## src/design/pcrp_pkg.sv

```systemverilog
// ---------------------------------------------------------------------------
// pcrp_pkg: shared types and constants of the PCM codec playback block
// Request and result payloads, port and register codes, the reset image of
// the indexed register file and the attenuation table.
// ---------------------------------------------------------------------------
package pcrp_pkg;

    localparam int REG_COUNT    = 16;
    localparam int GAIN_ENTRIES = 64;
    localparam int IDX_W        = $clog2(REG_COUNT);
    localparam int GAIN_IDX_W   = $clog2(GAIN_ENTRIES);
    localparam int GAIN_W       = 17;
    localparam int SAMPLE_W     = 16;
    localparam int COUNT_W      = 17;

    typedef enum logic [1:0] {
        OP_READ  = 2'd0,
        OP_WRITE = 2'd1,
        OP_TICK  = 2'd2,
        OP_NOP   = 2'd3
    } t_op;

    typedef enum logic [1:0] {
        PORT_INDEX  = 2'd0,
        PORT_DATA   = 2'd1,
        PORT_STATUS = 2'd2,
        PORT_UNUSED = 2'd3
    } t_port;

    // Register indexes with special meaning.
    localparam logic [IDX_W-1:0] REG_LEFT_CTRL  = 4'd6;
    localparam logic [IDX_W-1:0] REG_RIGHT_CTRL = 4'd7;
    localparam logic [IDX_W-1:0] REG_FORMAT     = 4'd8;
    localparam logic [IDX_W-1:0] REG_PLAY_CFG   = 4'd9;
    localparam logic [IDX_W-1:0] REG_PIN_CTRL   = 4'd10;
    localparam logic [IDX_W-1:0] REG_READ_ONLY  = 4'd12;
    localparam logic [IDX_W-1:0] REG_COUNT_HI   = 4'd14;
    localparam logic [IDX_W-1:0] REG_COUNT_LO   = 4'd15;

    // Sample format codes, taken from format register bits 6:4.
    localparam logic [2:0] FMT_MONO8    = 3'b000;
    localparam logic [2:0] FMT_STEREO8  = 3'b001;
    localparam logic [2:0] FMT_MONO16   = 3'b100;
    localparam logic [2:0] FMT_STEREO16 = 3'b101;

    localparam logic [7:0] STATUS_BASE  = 8'hcc;
    localparam logic [7:0] PLAY_MASK    = 8'h41;
    localparam logic [7:0] PLAY_ON      = 8'h01;
    localparam logic [7:0] IDLE_READ    = 8'hff;

    typedef struct packed {
        logic [1:0]  operation;
        logic [1:0]  bus_address;
        logic [7:0]  write_data;
        logic [31:0] dma_bytes;
    } t_in_item;

    typedef struct packed {
        logic [7:0]                 read_data;
        logic signed [SAMPLE_W-1:0] left_sample;
        logic signed [SAMPLE_W-1:0] right_sample;
        logic [2:0]                 bytes_taken;
        logic                       irq_pulse;
    } t_out_item;

    function automatic logic [7:0] reg_reset_value(input logic [IDX_W-1:0] idx);
        logic [7:0] v;
        unique case (idx)
            4'd2, 4'd3, 4'd4, 4'd5, 4'd6, 4'd7: v = 8'h80;
            4'd9:                               v = 8'h08;
            4'd12:                              v = 8'h0a;
            default:                            v = 8'h00;
        endcase
        return v;
    endfunction

    // Amplitude gain in 1.5 dB steps, scaled by 65536.
    function automatic logic [GAIN_W-1:0] gain_lookup(input logic [GAIN_IDX_W-1:0] k);
        logic [GAIN_W-1:0] g;
        unique case (k)
            6'd0:  g = 17'd65536; 6'd1:  g = 17'd55141; 6'd2:  g = 17'd46395;
            6'd3:  g = 17'd39037; 6'd4:  g = 17'd32845; 6'd5:  g = 17'd27636;
            6'd6:  g = 17'd23253; 6'd7:  g = 17'd19565; 6'd8:  g = 17'd16461;
            6'd9:  g = 17'd13850; 6'd10: g = 17'd11654; 6'd11: g = 17'd9805;
            6'd12: g = 17'd8250;  6'd13: g = 17'd6941;  6'd14: g = 17'd5840;
            6'd15: g = 17'd4914;  6'd16: g = 17'd4135;  6'd17: g = 17'd3479;
            6'd18: g = 17'd2927;  6'd19: g = 17'd2463;  6'd20: g = 17'd2072;
            6'd21: g = 17'd1743;  6'd22: g = 17'd1467;  6'd23: g = 17'd1234;
            6'd24: g = 17'd1038;  6'd25: g = 17'd873;   6'd26: g = 17'd735;
            6'd27: g = 17'd618;   6'd28: g = 17'd520;   6'd29: g = 17'd438;
            6'd30: g = 17'd368;   6'd31: g = 17'd310;   6'd32: g = 17'd260;
            6'd33: g = 17'd219;   6'd34: g = 17'd184;   6'd35: g = 17'd155;
            6'd36: g = 17'd130;   6'd37: g = 17'd110;   6'd38: g = 17'd92;
            6'd39: g = 17'd77;    6'd40: g = 17'd65;    6'd41: g = 17'd55;
            6'd42: g = 17'd46;    6'd43: g = 17'd39;    6'd44: g = 17'd32;
            6'd45: g = 17'd27;    6'd46: g = 17'd23;    6'd47: g = 17'd19;
            6'd48: g = 17'd16;    6'd49: g = 17'd13;    6'd50: g = 17'd11;
            6'd51: g = 17'd9;     6'd52: g = 17'd8;     6'd53: g = 17'd6;
            6'd54: g = 17'd5;     6'd55: g = 17'd4;     6'd56: g = 17'd4;
            6'd57: g = 17'd3;     6'd58: g = 17'd2;     6'd59: g = 17'd2;
            6'd60: g = 17'd2;     6'd61: g = 17'd1;     6'd62: g = 17'd1;
            default: g = 17'd1;
        endcase
        return g;
    endfunction

endpackage

```

## src/design/pcrp_channels.sv

```systemverilog
// ---------------------------------------------------------------------------
// pcrp_channels: request and result channels of the playback block
// Valid/ready channels carrying one request or one result per handshake.
// ---------------------------------------------------------------------------
interface pcrp_in_if;
    logic               valid;
    logic               ready;
    pcrp_pkg::t_in_item data;

    modport source (output valid, output data, input ready);
    modport sink   (input valid, input data, output ready);
endinterface

interface pcrp_out_if;
    logic                valid;
    logic                ready;
    pcrp_pkg::t_out_item data;

    modport source (output valid, output data, input ready);
    modport sink   (input valid, input data, output ready);
endinterface

```

## src/design/pcm_codec_register_playback.sv

```systemverilog
// ---------------------------------------------------------------------------
// pcm_codec_register_playback: playback side of an indexed-register codec
// Bus port decode, indexed register file, PCM unpacking, attenuation and
// the sample countdown with its status flag and interrupt pulse.
// ---------------------------------------------------------------------------
// Each request gives exactly one result. A request is captured in an input
// register, handled by one pass of logic (register file access, sample
// unpacking, one 16 x 17 gain multiply per channel, countdown update) and
// written to a result register, and a new request is taken every cycle as
// long as the result side keeps up. The result register frees as soon as its
// result is taken in the same cycle.
module pcm_codec_register_playback (
    input  logic              i_clk,
    input  logic              i_rst_n,
    pcrp_in_if.sink           i_in,
    pcrp_out_if.source        o_out
);

    localparam int IW = pcrp_pkg::IDX_W;
    localparam int SW = pcrp_pkg::SAMPLE_W;
    localparam int CW = pcrp_pkg::COUNT_W;

    // Pipeline registers.
    logic                 r_in_valid;
    pcrp_pkg::t_in_item   r_in;
    logic                 r_out_valid;
    pcrp_pkg::t_out_item  r_out;
    logic                 advance;

    // Architectural state.
    logic [IW-1:0]        r_index,     n_index;
    logic                 r_trd,       n_trd;
    logic                 r_mce,       n_mce;
    logic [7:0]           r_regs [pcrp_pkg::REG_COUNT];
    logic                 r_status_flag, n_status_flag;
    logic                 r_play_en,   n_play_en;
    logic signed [CW-1:0] r_countdown, n_countdown;
    logic signed [SW-1:0] r_left_hold, n_left_hold;
    logic signed [SW-1:0] r_right_hold, n_right_hold;

    logic                 reg_we;
    logic [7:0]           rd_data;
    logic [2:0]           taken;
    logic                 irq;
    logic signed [SW-1:0] left_raw, right_raw;
    logic signed [SW-1:0] left_att, right_att;
    logic signed [CW-1:0] cd_loaded;
    logic [7:0]           b0, b1, b2, b3;
    pcrp_pkg::t_op        op;
    pcrp_pkg::t_port      port;

    assign advance    = r_in_valid && (!r_out_valid || o_out.ready);
    assign i_in.ready = !r_in_valid || advance;

    assign o_out.valid = r_out_valid;
    assign o_out.data  = r_out;

    assign op   = pcrp_pkg::t_op'(r_in.operation);
    assign port = pcrp_pkg::t_port'(r_in.bus_address);
    assign b0   = r_in.dma_bytes[7:0];
    assign b1   = r_in.dma_bytes[15:8];
    assign b2   = r_in.dma_bytes[23:16];
    assign b3   = r_in.dma_bytes[31:24];

    function automatic logic signed [SW-1:0] from_byte8(input logic [7:0] b);
        return {~b[7], b[6:0], 8'h00};
    endfunction

    // Mute, then floor(sample * gain / 65536); the arithmetic shift floors.
    function automatic logic signed [SW-1:0] attenuate(input logic signed [SW-1:0] s,
                                                       input logic [7:0] ctrl);
        logic signed [SW+pcrp_pkg::GAIN_W:0] prod;
        prod = s * $signed({1'b0, pcrp_pkg::gain_lookup(ctrl[5:0])});
        return ctrl[7] ? '0 : prod[SW+15:16];
    endfunction

    // Sample unpacking. Unsupported formats pass the held samples again.
    always_comb begin
        taken     = 3'd0;
        left_raw  = r_left_hold;
        right_raw = r_right_hold;
        unique case (r_regs[pcrp_pkg::REG_FORMAT][6:4])
            pcrp_pkg::FMT_MONO8: begin
                left_raw  = from_byte8(b0);
                right_raw = from_byte8(b0);
                taken     = 3'd1;
            end
            pcrp_pkg::FMT_STEREO8: begin
                left_raw  = from_byte8(b0);
                right_raw = from_byte8(b1);
                taken     = 3'd2;
            end
            pcrp_pkg::FMT_MONO16: begin
                left_raw  = {b1, b0};
                right_raw = {b1, b0};
                taken     = 3'd2;
            end
            pcrp_pkg::FMT_STEREO16: begin
                left_raw  = {b1, b0};
                right_raw = {b3, b2};
                taken     = 3'd4;
            end
            default: ;
        endcase
    end

    assign left_att  = attenuate(left_raw,  r_regs[pcrp_pkg::REG_LEFT_CTRL]);
    assign right_att = attenuate(right_raw, r_regs[pcrp_pkg::REG_RIGHT_CTRL]);
    assign cd_loaded = {1'b0, r_regs[pcrp_pkg::REG_COUNT_HI], r_regs[pcrp_pkg::REG_COUNT_LO]};

    always_comb begin
        n_index       = r_index;
        n_trd         = r_trd;
        n_mce         = r_mce;
        n_status_flag = r_status_flag;
        n_play_en     = r_play_en;
        n_countdown   = r_countdown;
        n_left_hold   = r_left_hold;
        n_right_hold  = r_right_hold;
        reg_we        = 1'b0;
        rd_data       = pcrp_pkg::IDLE_READ;
        irq           = 1'b0;
        unique case (op)
            pcrp_pkg::OP_READ: begin
                unique case (port)
                    pcrp_pkg::PORT_INDEX:  rd_data = {1'b0, r_mce, r_trd, 1'b0, r_index};
                    pcrp_pkg::PORT_DATA:   rd_data = r_regs[r_index];
                    pcrp_pkg::PORT_STATUS: rd_data = pcrp_pkg::STATUS_BASE
                                                     | {7'd0, r_status_flag};
                    default: ;
                endcase
            end
            pcrp_pkg::OP_WRITE: begin
                unique case (port)
                    pcrp_pkg::PORT_INDEX: begin
                        n_index = r_in.write_data[IW-1:0];
                        n_trd   = r_in.write_data[5];
                        n_mce   = r_in.write_data[6];
                    end
                    pcrp_pkg::PORT_DATA: begin
                        reg_we = (r_index != pcrp_pkg::REG_READ_ONLY);
                        if (r_index == pcrp_pkg::REG_PLAY_CFG) begin
                            n_play_en = ((r_in.write_data & pcrp_pkg::PLAY_MASK)
                                         == pcrp_pkg::PLAY_ON);
                            if (!n_play_en) begin
                                n_left_hold  = '0;
                                n_right_hold = '0;
                            end
                        end else if (r_index == pcrp_pkg::REG_COUNT_HI) begin
                            n_countdown = {1'b0, r_in.write_data,
                                           r_regs[pcrp_pkg::REG_COUNT_LO]};
                        end
                    end
                    pcrp_pkg::PORT_STATUS: n_status_flag = 1'b0;
                    default: ;
                endcase
            end
            pcrp_pkg::OP_TICK: begin
                if (r_play_en) begin
                    n_left_hold  = left_att;
                    n_right_hold = right_att;
                    // The countdown only ever reaches -1 before it reloads.
                    if (r_countdown[CW-1]) begin
                        n_countdown = cd_loaded - CW'(1);
                        if (!r_status_flag) begin
                            n_status_flag = 1'b1;
                            irq = r_regs[pcrp_pkg::REG_PIN_CTRL][1];
                        end
                    end else begin
                        n_countdown = r_countdown - CW'(1);
                    end
                end else begin
                    n_left_hold  = '0;
                    n_right_hold = '0;
                end
            end
            default: ;
        endcase
    end

    always_ff @(posedge i_clk) begin
        if (!i_rst_n) begin
            r_in_valid    <= 1'b0;
            r_out_valid   <= 1'b0;
            r_index       <= '0;
            r_trd         <= 1'b0;
            r_mce         <= 1'b1;
            r_status_flag <= 1'b0;
            r_play_en     <= 1'b0;
            r_countdown   <= '0;
            r_left_hold   <= '0;
            r_right_hold  <= '0;
            for (int i = 0; i < pcrp_pkg::REG_COUNT; i++) begin
                r_regs[i] <= pcrp_pkg::reg_reset_value(IW'(i));
            end
        end else begin
            if (i_in.valid && i_in.ready) begin
                r_in_valid <= 1'b1;
            end else if (advance) begin
                r_in_valid <= 1'b0;
            end
            if (advance) begin
                r_out_valid   <= 1'b1;
                r_index       <= n_index;
                r_trd         <= n_trd;
                r_mce         <= n_mce;
                r_status_flag <= n_status_flag;
                r_play_en     <= n_play_en;
                r_countdown   <= n_countdown;
                r_left_hold   <= n_left_hold;
                r_right_hold  <= n_right_hold;
                if (reg_we) begin
                    r_regs[r_index] <= r_in.write_data;
                end
            end else if (o_out.ready) begin
                r_out_valid <= 1'b0;
            end
        end
    end

    always_ff @(posedge i_clk) begin
        if (i_in.valid && i_in.ready) begin
            r_in <= i_in.data;
        end
        if (advance) begin
            r_out.read_data    <= rd_data;
            r_out.left_sample  <= n_left_hold;
            r_out.right_sample <= n_right_hold;
            r_out.bytes_taken  <= (op == pcrp_pkg::OP_TICK && r_play_en) ? taken : 3'd0;
            r_out.irq_pulse    <= irq;
        end
    end

`ifndef SYNTHESIS
    a_irq_sets_status: assert property (@(posedge i_clk) disable iff (!i_rst_n)
        r_out_valid && r_out.irq_pulse |-> r_status_flag)
        else $error("interrupt pulse without status flag");

    a_holds_zero_when_idle: assert property (@(posedge i_clk) disable iff (!i_rst_n)
        !r_play_en |-> (r_left_hold == '0) && (r_right_hold == '0))
        else $error("held samples nonzero while playback is off");

    a_countdown_floor: assert property (@(posedge i_clk) disable iff (!i_rst_n)
        r_countdown[CW-1] |-> (r_countdown == -CW'(1)))
        else $error("countdown went below minus one");

    a_taken_count: assert property (@(posedge i_clk) disable iff (!i_rst_n)
        r_out_valid |-> $onehot0(r_out.bytes_taken))
        else $error("bytes taken is not 0, 1, 2 or 4");

    a_state_frozen_on_stall: assert property (@(posedge i_clk) disable iff (!i_rst_n)
        r_out_valid && !o_out.ready |=> $stable(r_countdown) && $stable(r_status_flag))
        else $error("state changed while the result register was stalled");
`endif

endmodule
```

## src/flat_wrapper.sv

```systemverilog
// flat-port wrapper written by rule: the top's interface ports become plain ports
module pcm_codec_register_playback_flat 
  (i_clk, i_rst_n, i_in_valid, i_in_data, i_in_ready, o_out_valid, o_out_data, o_out_ready);
  pcrp_in_if i_in_i ();
  pcrp_out_if o_out_i ();
  input  logic i_clk;
  input  logic i_rst_n;
  input wire logic [$bits(i_in_i.valid)-1:0] i_in_valid;
  input wire logic [$bits(i_in_i.data)-1:0] i_in_data;
  output wire logic [$bits(i_in_i.ready)-1:0] i_in_ready;
  output wire logic [$bits(o_out_i.valid)-1:0] o_out_valid;
  output wire logic [$bits(o_out_i.data)-1:0] o_out_data;
  input wire logic [$bits(o_out_i.ready)-1:0] o_out_ready;
  assign i_in_i.valid = i_in_valid;
  assign i_in_i.data = i_in_data;
  assign i_in_ready = i_in_i.ready;
  assign o_out_valid = o_out_i.valid;
  assign o_out_data = o_out_i.data;
  assign o_out_i.ready = o_out_ready;
  pcm_codec_register_playback u_core (.i_clk(i_clk), .i_rst_n(i_rst_n), .i_in(i_in_i), .o_out(o_out_i));
endmodule
```

## config.mk

```make
export PLATFORM = sky130hd
export DESIGN_NAME = pcm_codec_register_playback_flat
export DESIGN_NICKNAME = d
export VERILOG_FILES = /design/src/design/pcrp_pkg.sv /design/src/design/pcrp_channels.sv /design/src/design/pcm_codec_register_playback.sv /design/src/flat_wrapper.sv
export SDC_FILE = /design/constraint.sdc
export NUM_CORES = 2
export LEC_CHECK = 0
export ABC_AREA = 1
export BUFFER_PORTS_ARGS = -buffer_cell sky130_fd_sc_hd__buf_2
export CAP_MARGIN = 30
export CORE_ASPECT_RATIO = 1.5
export CORE_MARGIN = 2
export CORE_UTILIZATION = 50
export CTS_BUF_LIST = sky130_fd_sc_hd__clkbuf_8
export CTS_CLUSTER_DIAMETER = 100
export DETAILED_ROUTE_END_ITERATION = 10
export MAX_ROUTING_LAYER = met4
export PLACE_DENSITY = 0.66
export SYNTH_ARGS = -nofsm -noshare
export SYNTH_HDL_FRONTEND = slang
export SYNTH_SLANG_ARGS = --single-unit
export TNS_END_PERCENT = 10
```

## constraint.sdc

```tcl
create_clock -name i_clk -period 13.8 [get_ports i_clk]
set_input_delay 2.76 -clock i_clk [delete_from_list [all_inputs] [get_ports i_clk]]
set_output_delay 2.76 -clock i_clk [all_outputs]
set_load 0.005 [all_outputs]
```

==> results.py <==
metrics = {
    "critical_path": {
        "worst-path-max-fanout": 37,
        "critical_path_cell_count": 27,
        "critPathTopFamily": "adder cells",
        "crit_type": "flip-flop to flip-flop",
        "critical-path-top-cell-by-count": "sky130_fd_sc_hd__fa_1",
        "crit_slowest_cell": "sky130_fd_sc_hd__edfxtp_1",
        "timing.critical_path.from_type": "flip-flop",
        "timing.reg2reg.setup_slack_ns": 4.96,
        "crit_path_max_incr_delay_ns": 0.92,
        "timing.critical_path.buf_inv": 5,
        "critical_path_required_ns": 14.15,
        "timing.rr.end": "u_core.o_out.data[17]",
        "rr_startpoint": "u_core.r_regs[8][5]",
        "endpoint_kind": "flip-flop",
        "data_arrival_at_the_endpoint_of_the_critical_path_ns": 9.19,
        "timing.reg2reg.worst_path_depth": 27,
    },
    "final_layout": {
        "design.final.nets": 4836,
        "final_layout_size_suffix_gt1_share_pct": 6.55,
        "num-fill-cells": 6231,
        "flow.area_growth_from_synthesis_pct": 7.53,
    },
    "global_routing": {
        "first_pass_grt_wire_length_um": 168000,
        "initial_antenna_violation_count": 1,
        "tot_gr_track_use_pct": 34.4,
        "via_count_of_the_first_global_routing_pass": 28900,
        "grt-ovfl-total": 0,
        "grt_util_met2_pct": 57.5,
        "global_route.usage.met1_pct": 38.6,
        "pin_count_of_the_biggest_net_entering_global_routing": 82,
        "globalRoute.busiestLayer": "met2",
        "met3_usage_pct": 4.90,
    },
    "yosys": {
        "ys.warnings.count": 0,
        "netlist_area_sq_um": 32600,
        "syn_inst": 4059,
        "synth.yosys.seq_area_share_pct": 23.7,
        "post-synth-top-count-cell": "sky130_fd_sc_hd__inv_1",
        "synth_area_leader_cell": "sky130_fd_sc_hd__fa_1",
        "synth-main-ff-cell": "sky130_fd_sc_hd__edfxtp_1",
        "synth_top_cells_by_count": "sky130_fd_sc_hd__inv_1 (793), sky130_fd_sc_hd__nand2_1 (713), sky130_fd_sc_hd__nor2_1 (589)",
        "ys_seq_elements": 279,
        "postSynthAreaPerCell_sq_um": 8.04,
        "synth_top_area_share_pct": 25.4,
        "synth-edff-count": 216,
        "netlist-cell-type-count": 65,
        "synthArstFlopShare_pct": 0,
        "synth_top_cells_by_area": "sky130_fd_sc_hd__fa_1 (25%), sky130_fd_sc_hd__edfxtp_1 (20%), sky130_fd_sc_hd__ha_1 (9.3%), sky130_fd_sc_hd__inv_1 (9.1%), sky130_fd_sc_hd__nand2_1 (8.2%)",
    },
    "timing": {
        "rsz0062_at_grt": "false",
        "post-route-min-period_ns": 8.84,
        "max_slew.worst_pin.slew_ns": 0.969,
        "total_of_endpoints_with_negative_setup_slack_in_the_final_report": 0,
        "final_min_period_over_clock_period_pct": 64.0,
        "totalNegativeSetupSlack_ns": 0,
        "setup_ws_ns": 4.96,
        "slew_headroom_pct": 35.1,
        "slew_viol_final": 0,
        "final_hold_viol_count": 0,
        "max_freq_mhz": 113,
        "fin_skew_ns": 0.0548,
    },
    "die": {
        "die-height_um": 317,
        "num_rows": 114,
        "initial_utilization_pct": 50.6,
        "die_x_um": 213,
        "die_area_sq_um": 67400,
        "placeableCoreArea_sq_um": 64500,
        "i_o_pin_total": 94,
    },
    "drt": {
        "route.vias.total": 28300,
        "drt_drc_violations_left": 0,
        "dr.pass1.iters": 6,
        "initialDrtViolationCount": 2419,
        "via_per_inst": 5.62,
        "wl_per_cell_um": 21.7,
        "wl_um": 110000,
        "drtAntennaViolNets": 0,
    },
    "worst_hold_path": {
        "worstHoldStart": "u_core.r_countdown[1]",
        "hold_path_depth": 2,
        "hold_crit_class": "flip-flop to flip-flop",
        "whs_endpoint": "u_core.r_countdown[1]",
    },
    "clock_network": {
        "numCtsBuffers": 46,
        "h-tree-depth": 2,
        "clk_path_buf_depth": 3,
        "clockRootBuffer": "sky130_fd_sc_hd__clkbuf_8",
        "cts.repair.resized": 0,
        "cts_tree": "yes",
        "post_cts_buffers": 0,
        "clk_latency_ns": 0.64,
        "cts.sink_count": 279,
        "cts_hold_buf": 0,
        "clkSlewWorstSetupHoldPaths_ns": 0.06,
    },
    "placement": {
        "numPortBuffers": 93,
        "place_congestion": 1.02,
        "dp_worst_setup_slack_ns": 5.09,
        "hpwlAfterDp_um": 86800,
    },
    "power": {
        "irDropWorstVdd_v": 0.000138,
        "cellLeakagePower_nw": 16.9,
        "power_per_cell_area_nw_per_um2": 157,
    },
    "outcome": {
        "run_status": "finished, final reports clean",
    },
    "job": {
        "max_cap_viol_count": 0,
    },
}
-- cell families after synthesis --
logic type,synth area share (%)
simple gates,18.5
buf+inv,11.2
fa+ha+maj,34.7
compound gates,11.3
flops,23.7
xor+xnor,0.537
other cells,0.0230
-- sequential cells by signal (all words and copies together) (netlist names), 2 cells and up, named ones only --
name	count
u_core.r_regs	128
u_core.o_out.data	44
u_core.r_countdown	17
u_core.r_left_hold	16
u_core.r_right_hold	16
u_core.b0	8
u_core.b1	8
u_core.b2	8
u_core.b3	8
u_core.r_in	8
u_core.r_index	4
u_core.op	2
u_core.port	2
-- worst register-to-register path, cell delays in order, from the launching register on --
cell,delay [ns]
sky130_fd_sc_hd__edfxtp_1,0.92
sky130_fd_sc_hd__inv_4,0.37
sky130_fd_sc_hd__nand2_2,0.25
sky130_fd_sc_hd__nor2_1,0.06
sky130_fd_sc_hd__nor2_1,0.33
sky130_fd_sc_hd__inv_1,0.16
sky130_fd_sc_hd__a221oi_1,0.57
sky130_fd_sc_hd__nand2_1,0.69
sky130_fd_sc_hd__nand2_1,0.25
sky130_fd_sc_hd__fa_1,0.43
sky130_fd_sc_hd__inv_1,0.08
sky130_fd_sc_hd__fa_1,0.45
sky130_fd_sc_hd__fa_1,0.59
sky130_fd_sc_hd__fa_1,0.44
sky130_fd_sc_hd__fa_1,0.49
sky130_fd_sc_hd__inv_1,0.05
sky130_fd_sc_hd__fa_1,0.51
sky130_fd_sc_hd__inv_1,0.05
sky130_fd_sc_hd__ha_1,0.35
sky130_fd_sc_hd__a21oi_1,0.27
sky130_fd_sc_hd__o21ai_0,0.18
sky130_fd_sc_hd__a21oi_1,0.28
sky130_fd_sc_hd__nor2_1,0.09
sky130_fd_sc_hd__a311oi_1,0.20
sky130_fd_sc_hd__o21ai_1,0.12
sky130_fd_sc_hd__or2_1,0.22
sky130_fd_sc_hd__nand3_1,0.10
sky130_fd_sc_hd__a22oi_1,0.08
-- metrics by stage --
stage | total power (W) | utilization (%) | cell area (sq um) | cells | hold slack, ns
2_1_floorplan | 0.00354 | - | 32700 | 4065 | 0.446
6_report | 0.00553 | 54.5 | 35100 | 5038 | 0.477
3_3_place_gp | 0.00471 | 52.8 | 34100 | 4948 | 0.468
3_5_place_dp | 0.00470 | 52.9 | 34100 | 4951 | 0.464
4_1_cts | 0.00547 | 54.4 | 35100 | 5035 | 0.474
5_1_grt | 0.00607 | 54.5 | 35100 | 5038 | 0.493
-- layout make-up --
cell class	instances	area [sq um]	share of cell area (%)
multi-input cells	2826	21300	60.6
flip-flops and latches	279	7750	22.1
inverters	830	3120	8.90
well taps	870	1090	3.10
repair buffers	148	951	2.71
clock buffers	51	702	2.00
clock inverters	33	225	0.642
diodes	1	2.50	0.00713
-- report_power, final --
| group | leakage, nW | switching, W | total [W] | internal, W |
|---|---|---|---|---|
| sequential | 2.64 | 0.0000334 | 0.000980 | 0.000947 |
| combinational | 13.7 | 0.00254 | 0.00380 | 0.00126 |
| clock | 0.507 | 0.000366 | 0.000748 | 0.000383 |
| total | 16.9 | 0.00294 | 0.00553 | 0.00259 |
-- layout by cell type (no fill, tap or decap), types with 6 or more instances in the layout --
| cell type | instances |
|---|---|
| sky130_fd_sc_hd__o21ai_2 | 8 |
| sky130_fd_sc_hd__nand3b_1 | 6 |
| sky130_fd_sc_hd__ha_1 | 243 |
| sky130_fd_sc_hd__o211ai_1 | 31 |
| sky130_fd_sc_hd__o21ai_0 | 200 |
| sky130_fd_sc_hd__nand2_1 | 713 |
| sky130_fd_sc_hd__nor4_1 | 7 |
| sky130_fd_sc_hd__nor2_1 | 588 |
| sky130_fd_sc_hd__nand2_2 | 11 |
| sky130_fd_sc_hd__buf_4 | 51 |
| sky130_fd_sc_hd__buf_2 | 93 |
| sky130_fd_sc_hd__conb_1 | 8 |
| sky130_fd_sc_hd__o221ai_1 | 16 |
| sky130_fd_sc_hd__clkbuf_8 | 51 |
| sky130_fd_sc_hd__a22oi_1 | 20 |
| sky130_fd_sc_hd__o22ai_1 | 15 |
| sky130_fd_sc_hd__a21oi_1 | 196 |
| sky130_fd_sc_hd__nand3_1 | 137 |
| sky130_fd_sc_hd__clkinv_1 | 30 |
| sky130_fd_sc_hd__o21a_1 | 14 |
| sky130_fd_sc_hd__inv_2 | 11 |
| sky130_fd_sc_hd__clkinv_2 | 7 |
| sky130_fd_sc_hd__nor3_1 | 28 |
| sky130_fd_sc_hd__dfxtp_1 | 62 |
| sky130_fd_sc_hd__a221oi_1 | 15 |
| sky130_fd_sc_hd__o21ai_1 | 33 |
| sky130_fd_sc_hd__xor2_1 | 12 |
| sky130_fd_sc_hd__xnor2_1 | 8 |
| sky130_fd_sc_hd__inv_1 | 802 |
| sky130_fd_sc_hd__edfxtp_1 | 216 |
| sky130_fd_sc_hd__a31oi_1 | 40 |
| sky130_fd_sc_hd__fa_1 | 414 |
-- per-layer routing --
metal	vias up	part of all wire, %
met5	-	0
met4	0	7.9
met3	431	6.7
met2	1243	49
met1	13700	36
li1	12900	-
-- how the worst max path moves through the flow --
stage	startpoint	to	slack (ns)
global placement	u_core.r_regs[8][5]	u_core.o_out.data[17]	4.96
floorplan	u_core.r_regs[6][0]	u_core.o_out.data[35]	7.01
CTS	u_core.r_regs[8][5]	u_core.o_out.data[9]	5.06
finish	u_core.r_regs[8][5]	u_core.o_out.data[17]	4.96
global route	u_core.r_regs[8][5]	u_core.o_out.data[19]	4.48
detailed placement	u_core.r_regs[8][5]	u_core.o_out.data[17]	5.09
Note: power is estimated with default switching activity, not from simulation.
